[src/rtl/core/fcm_pkg.sv]
// ----------------------------------------------------------------------------
// fcm_pkg
// Shared types and constants of the false color mapper pipeline.
// ----------------------------------------------------------------------------
package fcm_pkg;

  localparam int SAMPLE_W        = 16;
  localparam int COLOR_W         = 8;
  localparam int DIFF_W          = SAMPLE_W + 1;
  localparam int NUM_W           = 26;
  localparam int DEN_W           = 16;
  localparam int QUO_W           = 12;
  localparam int Q_W             = 12;
  localparam int DIV_STAGES      = 4;
  localparam int STEPS_PER_STAGE = 3;
  localparam int SCALE_STEPS     = 1020;
  localparam int FULL            = 255;
  localparam int Q_MAX           = 1024;
  localparam int CFG_IDX_W       = 2;

  localparam logic [CFG_IDX_W-1:0] CFG_WINDOW_LOW  = 2'd0;
  localparam logic [CFG_IDX_W-1:0] CFG_WINDOW_HIGH = 2'd1;
  localparam logic [CFG_IDX_W-1:0] CFG_COLOR_MODE  = 2'd2;

  localparam logic signed [SAMPLE_W-1:0] WINDOW_LOW_RESET  = 16'sd0;
  localparam logic signed [SAMPLE_W-1:0] WINDOW_HIGH_RESET = 16'sd32767;

  typedef enum logic [2:0] {
    REGION_ABOVE,
    REGION_UPPER_HALF,
    REGION_UPPER_QUARTER,
    REGION_LOWER_QUARTER,
    REGION_BELOW
  } region_t;

  typedef enum logic [1:0] {
    QSEL_ZERO,
    QSEL_NEG,
    QSEL_DIV
  } qsel_t;

  typedef struct packed {
    logic    mode;
    region_t region;
    qsel_t   qsel;
  } side_t;

  function automatic logic [COLOR_W-1:0] sat8(input logic signed [Q_W-1:0] v);
    logic [COLOR_W-1:0] res;
    if (v < 0) begin
      res = '0;
    end else if (v > FULL) begin
      res = COLOR_W'(FULL);
    end else begin
      res = v[COLOR_W-1:0];
    end
    return res;
  endfunction

endpackage

[src/rtl/core/fcm_front.sv]
// ----------------------------------------------------------------------------
// fcm_front
// Window offset, span, region classification, scaling by 1020 and sign split
// ahead of the divider.
// ----------------------------------------------------------------------------
module fcm_front (
  input  logic                                  clk,
  input  logic                                  rst_n,
  input  logic                                  en,
  input  logic                                  in_valid,
  input  logic signed [fcm_pkg::SAMPLE_W-1:0]   sample,
  input  logic signed [fcm_pkg::SAMPLE_W-1:0]   win_low,
  input  logic signed [fcm_pkg::SAMPLE_W-1:0]   win_high,
  input  logic                                  mode,
  output logic                                  out_valid,
  output logic [fcm_pkg::NUM_W-1:0]             nmag,
  output logic [fcm_pkg::DEN_W-1:0]             dmag,
  output fcm_pkg::side_t                        side
);
  import fcm_pkg::*;

  logic signed [DIFF_W-1:0] diff_r, diff_nxt;
  logic signed [DIFF_W-1:0] span_r, span_nxt;
  region_t                  region_r, region_nxt;
  logic                     mode_r;
  logic                     v1_r;

  logic [NUM_W-1:0]         nmag_r, nmag_nxt;
  logic [DEN_W-1:0]         dmag_r, dmag_nxt;
  side_t                    side_r, side_nxt;
  logic                     v2_r;

  logic signed [17:0]       two_s;
  logic signed [17:0]       mid_sum;
  logic signed [18:0]       four_s;
  logic signed [18:0]       lo19;
  logic signed [18:0]       hi19;
  logic signed [18:0]       quarter_sum;
  logic signed [NUM_W:0]    d_ext;
  logic signed [NUM_W:0]    num;
  logic signed [NUM_W:0]    num_abs;
  logic signed [DIFF_W-1:0] span_abs;

  always_comb begin
    diff_nxt    = DIFF_W'(sample) - DIFF_W'(win_low);
    span_nxt    = DIFF_W'(win_high) - DIFF_W'(win_low);
    two_s       = 18'(sample) <<< 1;
    mid_sum     = 18'(win_high) + 18'(win_low);
    four_s      = 19'(sample) <<< 2;
    lo19        = 19'(win_low);
    hi19        = 19'(win_high);
    quarter_sum = (lo19 <<< 1) + lo19 + hi19;
    if (sample > win_high) begin
      region_nxt = REGION_ABOVE;
    end else if (two_s >= mid_sum) begin
      region_nxt = REGION_UPPER_HALF;
    end else if (four_s >= quarter_sum) begin
      region_nxt = REGION_UPPER_QUARTER;
    end else if (sample >= win_low) begin
      region_nxt = REGION_LOWER_QUARTER;
    end else begin
      region_nxt = REGION_BELOW;
    end
  end

  always_comb begin
    d_ext    = (NUM_W+1)'(diff_r);
    num      = (d_ext <<< 10) - (d_ext <<< 2);
    num_abs  = (num < 0) ? -num : num;
    span_abs = (span_r < 0) ? -span_r : span_r;
    nmag_nxt = num_abs[NUM_W-1:0];
    dmag_nxt = span_abs[DEN_W-1:0];
    side_nxt.mode   = mode_r;
    side_nxt.region = region_r;
    if (span_r == 0 || num == 0) begin
      side_nxt.qsel = QSEL_ZERO;
    end else if ((num < 0) != (span_r < 0)) begin
      side_nxt.qsel = QSEL_NEG;
    end else begin
      side_nxt.qsel = QSEL_DIV;
    end
  end

  always_ff @(posedge clk) begin
    if (!rst_n) begin
      v1_r <= 1'b0;
      v2_r <= 1'b0;
    end else if (en) begin
      v1_r <= in_valid;
      v2_r <= v1_r;
    end
  end

  always_ff @(posedge clk) begin
    if (en) begin
      diff_r   <= diff_nxt;
      span_r   <= span_nxt;
      region_r <= region_nxt;
      mode_r   <= mode;
      nmag_r   <= nmag_nxt;
      dmag_r   <= dmag_nxt;
      side_r   <= side_nxt;
    end
  end

  assign out_valid = v2_r;
  assign nmag      = nmag_r;
  assign dmag      = dmag_r;
  assign side      = side_r;

endmodule

[src/rtl/core/fcm_divider.sv]
// ----------------------------------------------------------------------------
// fcm_divider
// Restoring divider, three quotient steps per stage over four stages.
// The top quotient bit flags a quotient of 2048 or more.
// ----------------------------------------------------------------------------
module fcm_divider (
  input  logic                        clk,
  input  logic                        rst_n,
  input  logic                        en,
  input  logic                        in_valid,
  input  logic [fcm_pkg::NUM_W-1:0]   nmag,
  input  logic [fcm_pkg::DEN_W-1:0]   dmag,
  input  fcm_pkg::side_t              in_side,
  output logic                        out_valid,
  output logic [fcm_pkg::QUO_W-1:0]   quo,
  output fcm_pkg::side_t              out_side
);
  import fcm_pkg::*;

  logic [NUM_W-1:0] rem_in  [DIV_STAGES];
  logic [QUO_W-1:0] quo_in  [DIV_STAGES];
  logic [DEN_W-1:0] den_in  [DIV_STAGES];
  side_t            side_in [DIV_STAGES];
  logic             v_in    [DIV_STAGES];

  logic [NUM_W-1:0] rem_r   [DIV_STAGES];
  logic [QUO_W-1:0] quo_r   [DIV_STAGES];
  logic [DEN_W-1:0] den_r   [DIV_STAGES];
  side_t            side_r  [DIV_STAGES];
  logic             v_r     [DIV_STAGES];

  logic [NUM_W-1:0] rem_nxt [DIV_STAGES];
  logic [QUO_W-1:0] quo_nxt [DIV_STAGES];

  for (genvar j = 0; j < DIV_STAGES; j++) begin : g_stage
    if (j == 0) begin : g_first
      assign rem_in[j]  = nmag;
      assign quo_in[j]  = '0;
      assign den_in[j]  = dmag;
      assign side_in[j] = in_side;
      assign v_in[j]    = in_valid;
    end else begin : g_next
      assign rem_in[j]  = rem_r[j-1];
      assign quo_in[j]  = quo_r[j-1];
      assign den_in[j]  = den_r[j-1];
      assign side_in[j] = side_r[j-1];
      assign v_in[j]    = v_r[j-1];
    end

    always_comb begin
      logic [NUM_W:0]   trial;
      logic [NUM_W-1:0] rem;
      logic [QUO_W-1:0] q;
      rem = rem_in[j];
      q   = quo_in[j];
      for (int i = 0; i < STEPS_PER_STAGE; i++) begin
        trial = (NUM_W+1)'(den_in[j]) << (QUO_W - 1 - (j * STEPS_PER_STAGE + i));
        if ((NUM_W+1)'(rem) >= trial) begin
          rem = rem - trial[NUM_W-1:0];
          q[QUO_W - 1 - (j * STEPS_PER_STAGE + i)] = 1'b1;
        end
      end
      rem_nxt[j] = rem;
      quo_nxt[j] = q;
    end

    always_ff @(posedge clk) begin
      if (!rst_n) begin
        v_r[j] <= 1'b0;
      end else if (en) begin
        v_r[j] <= v_in[j];
      end
    end

    always_ff @(posedge clk) begin
      if (en) begin
        rem_r[j]  <= rem_nxt[j];
        quo_r[j]  <= quo_nxt[j];
        den_r[j]  <= den_in[j];
        side_r[j] <= side_in[j];
      end
    end
  end

  assign out_valid = v_r[DIV_STAGES-1];
  assign quo       = quo_r[DIV_STAGES-1];
  assign out_side  = side_r[DIV_STAGES-1];

endmodule

[src/rtl/core/fcm_color.sv]
// ----------------------------------------------------------------------------
// fcm_color
// Clamps the scale position and maps it to gray or ocean colors; holds the
// output word.
// ----------------------------------------------------------------------------
module fcm_color (
  input  logic                          clk,
  input  logic                          rst_n,
  input  logic                          en,
  input  logic                          in_valid,
  input  logic [fcm_pkg::QUO_W-1:0]     quo,
  input  fcm_pkg::side_t                side,
  output logic                          out_valid,
  output logic [fcm_pkg::COLOR_W-1:0]   red,
  output logic [fcm_pkg::COLOR_W-1:0]   green,
  output logic [fcm_pkg::COLOR_W-1:0]   blue
);
  import fcm_pkg::*;

  logic signed [Q_W-1:0]  q;
  logic [COLOR_W-1:0]     red_nxt, green_nxt, blue_nxt;
  logic [COLOR_W-1:0]     red_r, green_r, blue_r;
  logic                   valid_r;

  // clamp q to -1..1024; every channel saturates the same way beyond that
  always_comb begin
    case (side.qsel)
      QSEL_ZERO: q = '0;
      QSEL_NEG:  q = -Q_W'(1);
      QSEL_DIV: begin
        if (quo[QUO_W-1] || quo[QUO_W-2:0] > (QUO_W-1)'(Q_MAX)) begin
          q = Q_W'(Q_MAX);
        end else begin
          q = Q_W'(quo[QUO_W-2:0]);
        end
      end
      default:   q = '0;
    endcase
  end

  always_comb begin
    red_nxt   = '0;
    green_nxt = '0;
    blue_nxt  = '0;
    if (!side.mode) begin
      red_nxt   = sat8(q >>> 2);
      green_nxt = red_nxt;
      blue_nxt  = red_nxt;
    end else begin
      case (side.region)
        REGION_ABOVE: begin
          red_nxt = COLOR_W'(FULL);
        end
        REGION_UPPER_HALF: begin
          red_nxt   = COLOR_W'(FULL);
          green_nxt = sat8((Q_W'(SCALE_STEPS) - q) >>> 1);
        end
        REGION_UPPER_QUARTER: begin
          red_nxt   = sat8(q - Q_W'(FULL));
          green_nxt = COLOR_W'(FULL);
        end
        REGION_LOWER_QUARTER: begin
          green_nxt = sat8(q);
          blue_nxt  = sat8(Q_W'(FULL) - q);
        end
        default: begin
          blue_nxt = COLOR_W'(FULL);
        end
      endcase
    end
  end

  always_ff @(posedge clk) begin
    if (!rst_n) begin
      valid_r <= 1'b0;
    end else if (en) begin
      valid_r <= in_valid;
    end
  end

  always_ff @(posedge clk) begin
    if (en) begin
      red_r   <= red_nxt;
      green_r <= green_nxt;
      blue_r  <= blue_nxt;
    end
  end

  assign out_valid = valid_r;
  assign red       = red_r;
  assign green     = green_r;
  assign blue      = blue_r;

endmodule

[src/rtl/core/false_color_mapper_top.sv]
// ----------------------------------------------------------------------------
// false_color_mapper_top
// Colorizes signed samples through a configurable window, gray or ocean ramp.
// ----------------------------------------------------------------------------
// Takes one sample word per clock while the output side is not stalled, and
// returns one color word per sample, in the order the samples were taken.
// The pipeline is two front stages (offset, span, region test, scaling),
// four stages of the restoring divider at three quotient bits each, and the
// color stage that holds the output word. A stall on the output freezes the
// whole pipeline, so in_tready follows out_tready while a word is waiting.
// Registers are written through the cfg port and take effect on samples
// accepted afterwards; write them only while no sample is in flight.
module false_color_mapper_top (
  input  logic                               clk,
  input  logic                               rst_n,
  input  logic                               in_tvalid,
  output logic                               in_tready,
  input  logic [15:0]                        in_tdata,   // [15:0] sample
  output logic                               out_tvalid,
  input  logic                               out_tready,
  output logic [23:0]                        out_tdata,  // [7:0] red, [15:8] green, [23:16] blue
  input  logic                               cfg_valid,
  output logic                               cfg_ready,
  input  logic [fcm_pkg::CFG_IDX_W-1:0]      cfg_index,
  input  logic [15:0]                        cfg_data
);
  import fcm_pkg::*;

  logic signed [SAMPLE_W-1:0] window_low_r;
  logic signed [SAMPLE_W-1:0] window_high_r;
  logic                       color_mode_r;
  logic                       en;

  logic                       front_valid;
  logic [NUM_W-1:0]           front_nmag;
  logic [DEN_W-1:0]           front_dmag;
  side_t                      front_side;

  logic                       div_valid;
  logic [QUO_W-1:0]           div_quo;
  side_t                      div_side;

  logic [COLOR_W-1:0]         red;
  logic [COLOR_W-1:0]         green;
  logic [COLOR_W-1:0]         blue;

  assign cfg_ready = 1'b1;

  always_ff @(posedge clk) begin
    if (!rst_n) begin
      window_low_r  <= WINDOW_LOW_RESET;
      window_high_r <= WINDOW_HIGH_RESET;
      color_mode_r  <= 1'b0;
    end else if (cfg_valid && cfg_ready) begin
      case (cfg_index)
        CFG_WINDOW_LOW:  window_low_r  <= cfg_data;
        CFG_WINDOW_HIGH: window_high_r <= cfg_data;
        CFG_COLOR_MODE:  color_mode_r  <= cfg_data[0];
        default: ;
      endcase
    end
  end

  // advance the pipeline unless a result word is held
  assign en        = !out_tvalid || out_tready;
  assign in_tready = en;

  fcm_front u_front (
    .clk       (clk),
    .rst_n     (rst_n),
    .en        (en),
    .in_valid  (in_tvalid),
    .sample    (in_tdata),
    .win_low   (window_low_r),
    .win_high  (window_high_r),
    .mode      (color_mode_r),
    .out_valid (front_valid),
    .nmag      (front_nmag),
    .dmag      (front_dmag),
    .side      (front_side)
  );

  fcm_divider u_divider (
    .clk       (clk),
    .rst_n     (rst_n),
    .en        (en),
    .in_valid  (front_valid),
    .nmag      (front_nmag),
    .dmag      (front_dmag),
    .in_side   (front_side),
    .out_valid (div_valid),
    .quo       (div_quo),
    .out_side  (div_side)
  );

  fcm_color u_color (
    .clk       (clk),
    .rst_n     (rst_n),
    .en        (en),
    .in_valid  (div_valid),
    .quo       (div_quo),
    .side      (div_side),
    .out_valid (out_tvalid),
    .red       (red),
    .green     (green),
    .blue      (blue)
  );

  assign out_tdata = {blue, green, red};

`ifndef SYNTHESIS
  a_gray_equal: assert property (@(posedge clk) disable iff (!rst_n)
    out_tvalid && !color_mode_r |-> (red == green) && (green == blue))
    else $error("gray word with unequal channels");

  a_ocean_mix: assert property (@(posedge clk) disable iff (!rst_n)
    out_tvalid && color_mode_r |-> (red == '0) || (blue == '0))
    else $error("ocean word mixes red and blue");

  a_reset_empty: assert property (@(posedge clk) disable iff (!rst_n)
    $past(!rst_n) |-> !out_tvalid)
    else $error("result word right after reset");
`endif

endmodule

[config.mk]
export PLATFORM = sky130hd
export DESIGN_NAME = false_color_mapper_top
export DESIGN_NICKNAME = d
export VERILOG_FILES = /design/src/rtl/core/fcm_pkg.sv /design/src/rtl/core/fcm_front.sv /design/src/rtl/core/fcm_divider.sv /design/src/rtl/core/fcm_color.sv /design/src/rtl/core/false_color_mapper_top.sv
export SDC_FILE = /design/constraint.sdc
export NUM_CORES = 1
export LEC_CHECK = 0
export BUFFER_PORTS_ARGS = -buffer_cell sky130_fd_sc_hd__buf_2
export CAP_MARGIN = 15
export CORE_MARGIN = 5
export CORE_UTILIZATION = 50
export DETAILED_ROUTE_END_ITERATION = 6
export PLACE_DENSITY = 0.69
export SETUP_SLACK_MARGIN = 0.02
export SLEW_MARGIN = 20
export SYNTH_ARGS = -nofsm -noshare
export SYNTH_HDL_FRONTEND = slang
export SYNTH_SLANG_ARGS = --single-unit
[constraint.sdc]
create_clock -name clk -period 13.4 [get_ports clk]
set_input_delay 1.34 -clock clk [delete_from_list [all_inputs] [get_ports clk]]
set_output_delay 1.34 -clock clk [all_outputs]
set_load 0.05 [all_outputs]
==> impl_metrics.env <==
export IMPL_outcome="complete, no violations"
export IMPL_ys_seq_area_frac=0.3198
export IMPL_synth_edf_count=285
export IMPL_antenna_found_initial=1
export IMPL_hold_class="reg -> reg"
export IMPL_cp_max_fo=33
export IMPL_io_pins=66
export IMPL_floorplan_die_width_um=251.1
export IMPL_h_tree_depth=2
export IMPL_drtPass1Iterations=5
export IMPL_reg2reg_to="u_divider.rem_r[2][16]"
export IMPL_wl_per_cell_um=18.22
export IMPL_final_layout_size_suffix_gt1_frac=0.09010
export IMPL_dieArea_sq_um=63070
export IMPL_synth_cells=3193
export IMPL_r2r_start="u_divider.den_r[1][1]"
export IMPL_postCtsSetupRepairBufs=0
export IMPL_synthTopCellsByArea="edfxtp_1 29%, ha_1 14%, xnor2_1 5.1%"
export IMPL_synth_flop_cell="edfxtp_1"
export IMPL_postRouteAntennaNets=0
export IMPL_cts_root_buf="clkbuf_16"
export IMPL_yosys_area_top_type="edfxtp_1"
export IMPL_finalSetupViolations=0
export IMPL_drtIter0Drc=1538
export IMPL_fin_crit_sh=0.7578
export IMPL_grt_pass1_wl_um=119700
export IMPL_cp_arrival_ns=10.46
export IMPL_cpPeakStageDelay_ns=0.65
export IMPL_finClkSkew_ns=0.03467
export IMPL_clock_latency_ns=0.58
export IMPL_rsz0062_at_grt="no"
export IMPL_regToRegSetupSlack_ns=3.25
export IMPL_min_period_ns=10.15
export IMPL_fin_cells=4028
export IMPL_slew_viol_final=0
export IMPL_worstPathRequired_ns=13.70
export IMPL_finalSetupTns_ns=0
export IMPL_ys_types=99
export IMPL_slew_headroom=0.2304
export IMPL_worstRegToRegCells=32
export IMPL_num_rows=88
export IMPL_routed_wl_um=73400
export IMPL_fp_dieH_um=251.1
export IMPL_cts_buffers=38
export IMPL_clk_pin_slew_ns=0.06
export IMPL_yosys_warnings=0
export IMPL_start_kind="register"
export IMPL_area_growth_pct=8.074
export IMPL_port_buffers=64
export IMPL_critPathSlowestCell="a221oi_1"
export IMPL_cap_violations=0
export IMPL_track_usage=0.2257
export IMPL_finalWeightedCongestion=0.9372
export IMPL_place_inst=3960
export IMPL_viasPerCell=5.904
export IMPL_finalNetCount=3631
export IMPL_cts_max_path_buffers=3
export IMPL_gr_total_overflow=0
export IMPL_critical_path_class="reg -> reg"
export IMPL_syn_avg_cell_area_sq_um=9.105
export IMPL_cts_resized=0
export IMPL_hold_buffers=0
export IMPL_floorplan_initialDensity=0.5039
export IMPL_clock_sinks=322
export IMPL_vias=23780
export IMPL_syn_cell_area_sq_um=29070
export IMPL_cts_tree="built"
export IMPL_ys_async_sr_fraction=0
export IMPL_grt_max_degree=90
export IMPL_dp_hpwl_um=58150
export IMPL_max_freq_mhz=98.48
export IMPL_antenna_cells=0
export IMPL_max_slew_worst_pin_slew_ns=1.149
export IMPL_grt_pass1_vias=23860
export IMPL_critPathCaptureType="register"
export IMPL_cp_startpoint="u_divider.den_r[1][1]"
export IMPL_yosysMostFrequentCell="ha_1"
export IMPL_hold_viol=0
export IMPL_core_area_sq_um=57700
export IMPL_synth_top_area_share=0.2944
export IMPL_synth_seq_cells=322
export IMPL_syn_nets=3589
export IMPL_drc=0
export IMPL_synthTopCellsByCount="327 x ha_1, 285 x edfxtp_1, 280 x a21oi_1, 257 x nor2_1, 251 x inv_1"
export IMPL_crit_end="u_divider.rem_r[2][16]"
-- metrics by stage --
step	hold slack, ns	setup WS [ns]	area, sq um	utilization
after floorplan	0.4003	3.848	29070	-
after global placement	0.4023	3.424	30130	0.5223
after detailed placement	0.4045	3.328	30130	0.5223
after CTS	0.4185	3.235	31420	0.5445
after global routing	0.4266	2.391	31420	0.5446
final	0.4167	3.246	31420	0.5446
-- routing by layer --
layer  track usage  share of wire  wire, um
met2        0.4011           0.49     35750
met1        0.2834           0.44     32150
met4       0.08483          0.039      2851
met3       0.02514          0.036      2652
met5             0              0         0
-- worst min-delay path by stage --
stage	from	depth (start not counted)	end
after detailed placement	u_divider.quo_r[2][10]	0	u_divider.quo_r[3][10]
final	u_divider.side_r[2][5]	0	u_divider.side_r[3][5]
after floorplan	u_divider.quo_r[0][10]	0	u_divider.quo_r[1][10]
after CTS	u_divider.side_r[2][5]	0	u_divider.side_r[3][5]
after global placement	u_front.mode_r	0	u_front.side[5]
after global routing	u_front.region_r[0]	0	u_front.side[2]
-- worst max-delay path, delay by kind of cell (launching register included) --
family / cells / cell delay [ns]
compound gates: 15 / 4.98
flops: 1 / 0.51
simple gates: 10 / 2.40
fa+ha+maj: 3 / 0.93
buf+inv: 3 / 0.64
mux: 1 / 0.37
-- sequential cells by signal (all words and copies together), names as in the netlist, 6 cells and up --
register / count
u_divider.rem_r: 72
u_divider.den_r: 48
u_divider.quo_r: 30
u_divider.side_r: 24
u_front.nmag: 24
u_front.diff_r: 17
u_front.span_r: 17
u_front.dmag: 16
window_high_r: 16
window_low_r: 16
u_color.blue: 8
u_color.green: 8
u_color.red: 8
u_front.side: 6
-- final cells by class --
type | count | area (sq um)
Inverter | 253 | 957.2
Clock inverter | 29 | 329.1
Multi-Input combinational cell | 2546 | 18520
Tap cell | 765 | 957.2
Fill cell | 5136 | 26280
Timing Repair Buffer | 74 | 399.1
Sequential cell | 322 | 9299
Clock buffer | 39 | 954.7
-- cell usage in the layout (no fill, tap or decap), types with 24 or more instances in the layout --
cell | Yosys | layout
ha_1 | 327 | 327
edfxtp_1 | 285 | 285
a21oi_1 | 280 | 280
nor2_1 | 257 | 257
inv_1 | 251 | 250
nand2_1 | 240 | 240
o21ai_0 | 183 | 183
xnor2_1 | 170 | 170
mux2_2 | 98 | 98
a21o_1 | 92 | 92
xor2_1 | 82 | 82
nor3_1 | 68 | 68
buf_2 | 6 | 64
nand3_1 | 54 | 54
o21a_1 | 53 | 53
nand4_1 | 49 | 49
a21boi_0 | 48 | 48
nor2b_1 | 46 | 46
nand2b_1 | 38 | 38
clkbuf_16 | 0 | 38
dfxtp_1 | 37 | 37
o21bai_1 | 31 | 31
fa_1 | 30 | 30
o211ai_1 | 28 | 28
a31oi_1 | 27 | 27
nor4_1 | 25 | 25
and3_1 | 24 | 24
o31ai_1 | 24 | 24
-- kinds of logic (layout without fill, tap and decap cells) --
family | count (synthesis) | after routing | synth area share
other | 1 | 1 | 0.0001290
adder cells (fa/ha/maj) | 357 | 357 | 0.1614
AND/OR/NAND/NOR | 917 | 917 | 0.1548
buffers and inverters | 325 | 395 | 0.04299
AO/OA/AOI/OAI | 896 | 896 | 0.1973
multiplexers | 123 | 123 | 0.04768
XOR/XNOR | 252 | 252 | 0.07592
flip-flops | 322 | 322 | 0.3198
Power is not shown: default switching activity piles up to over one toggle a cycle in this logic, so the estimate is an artifact.
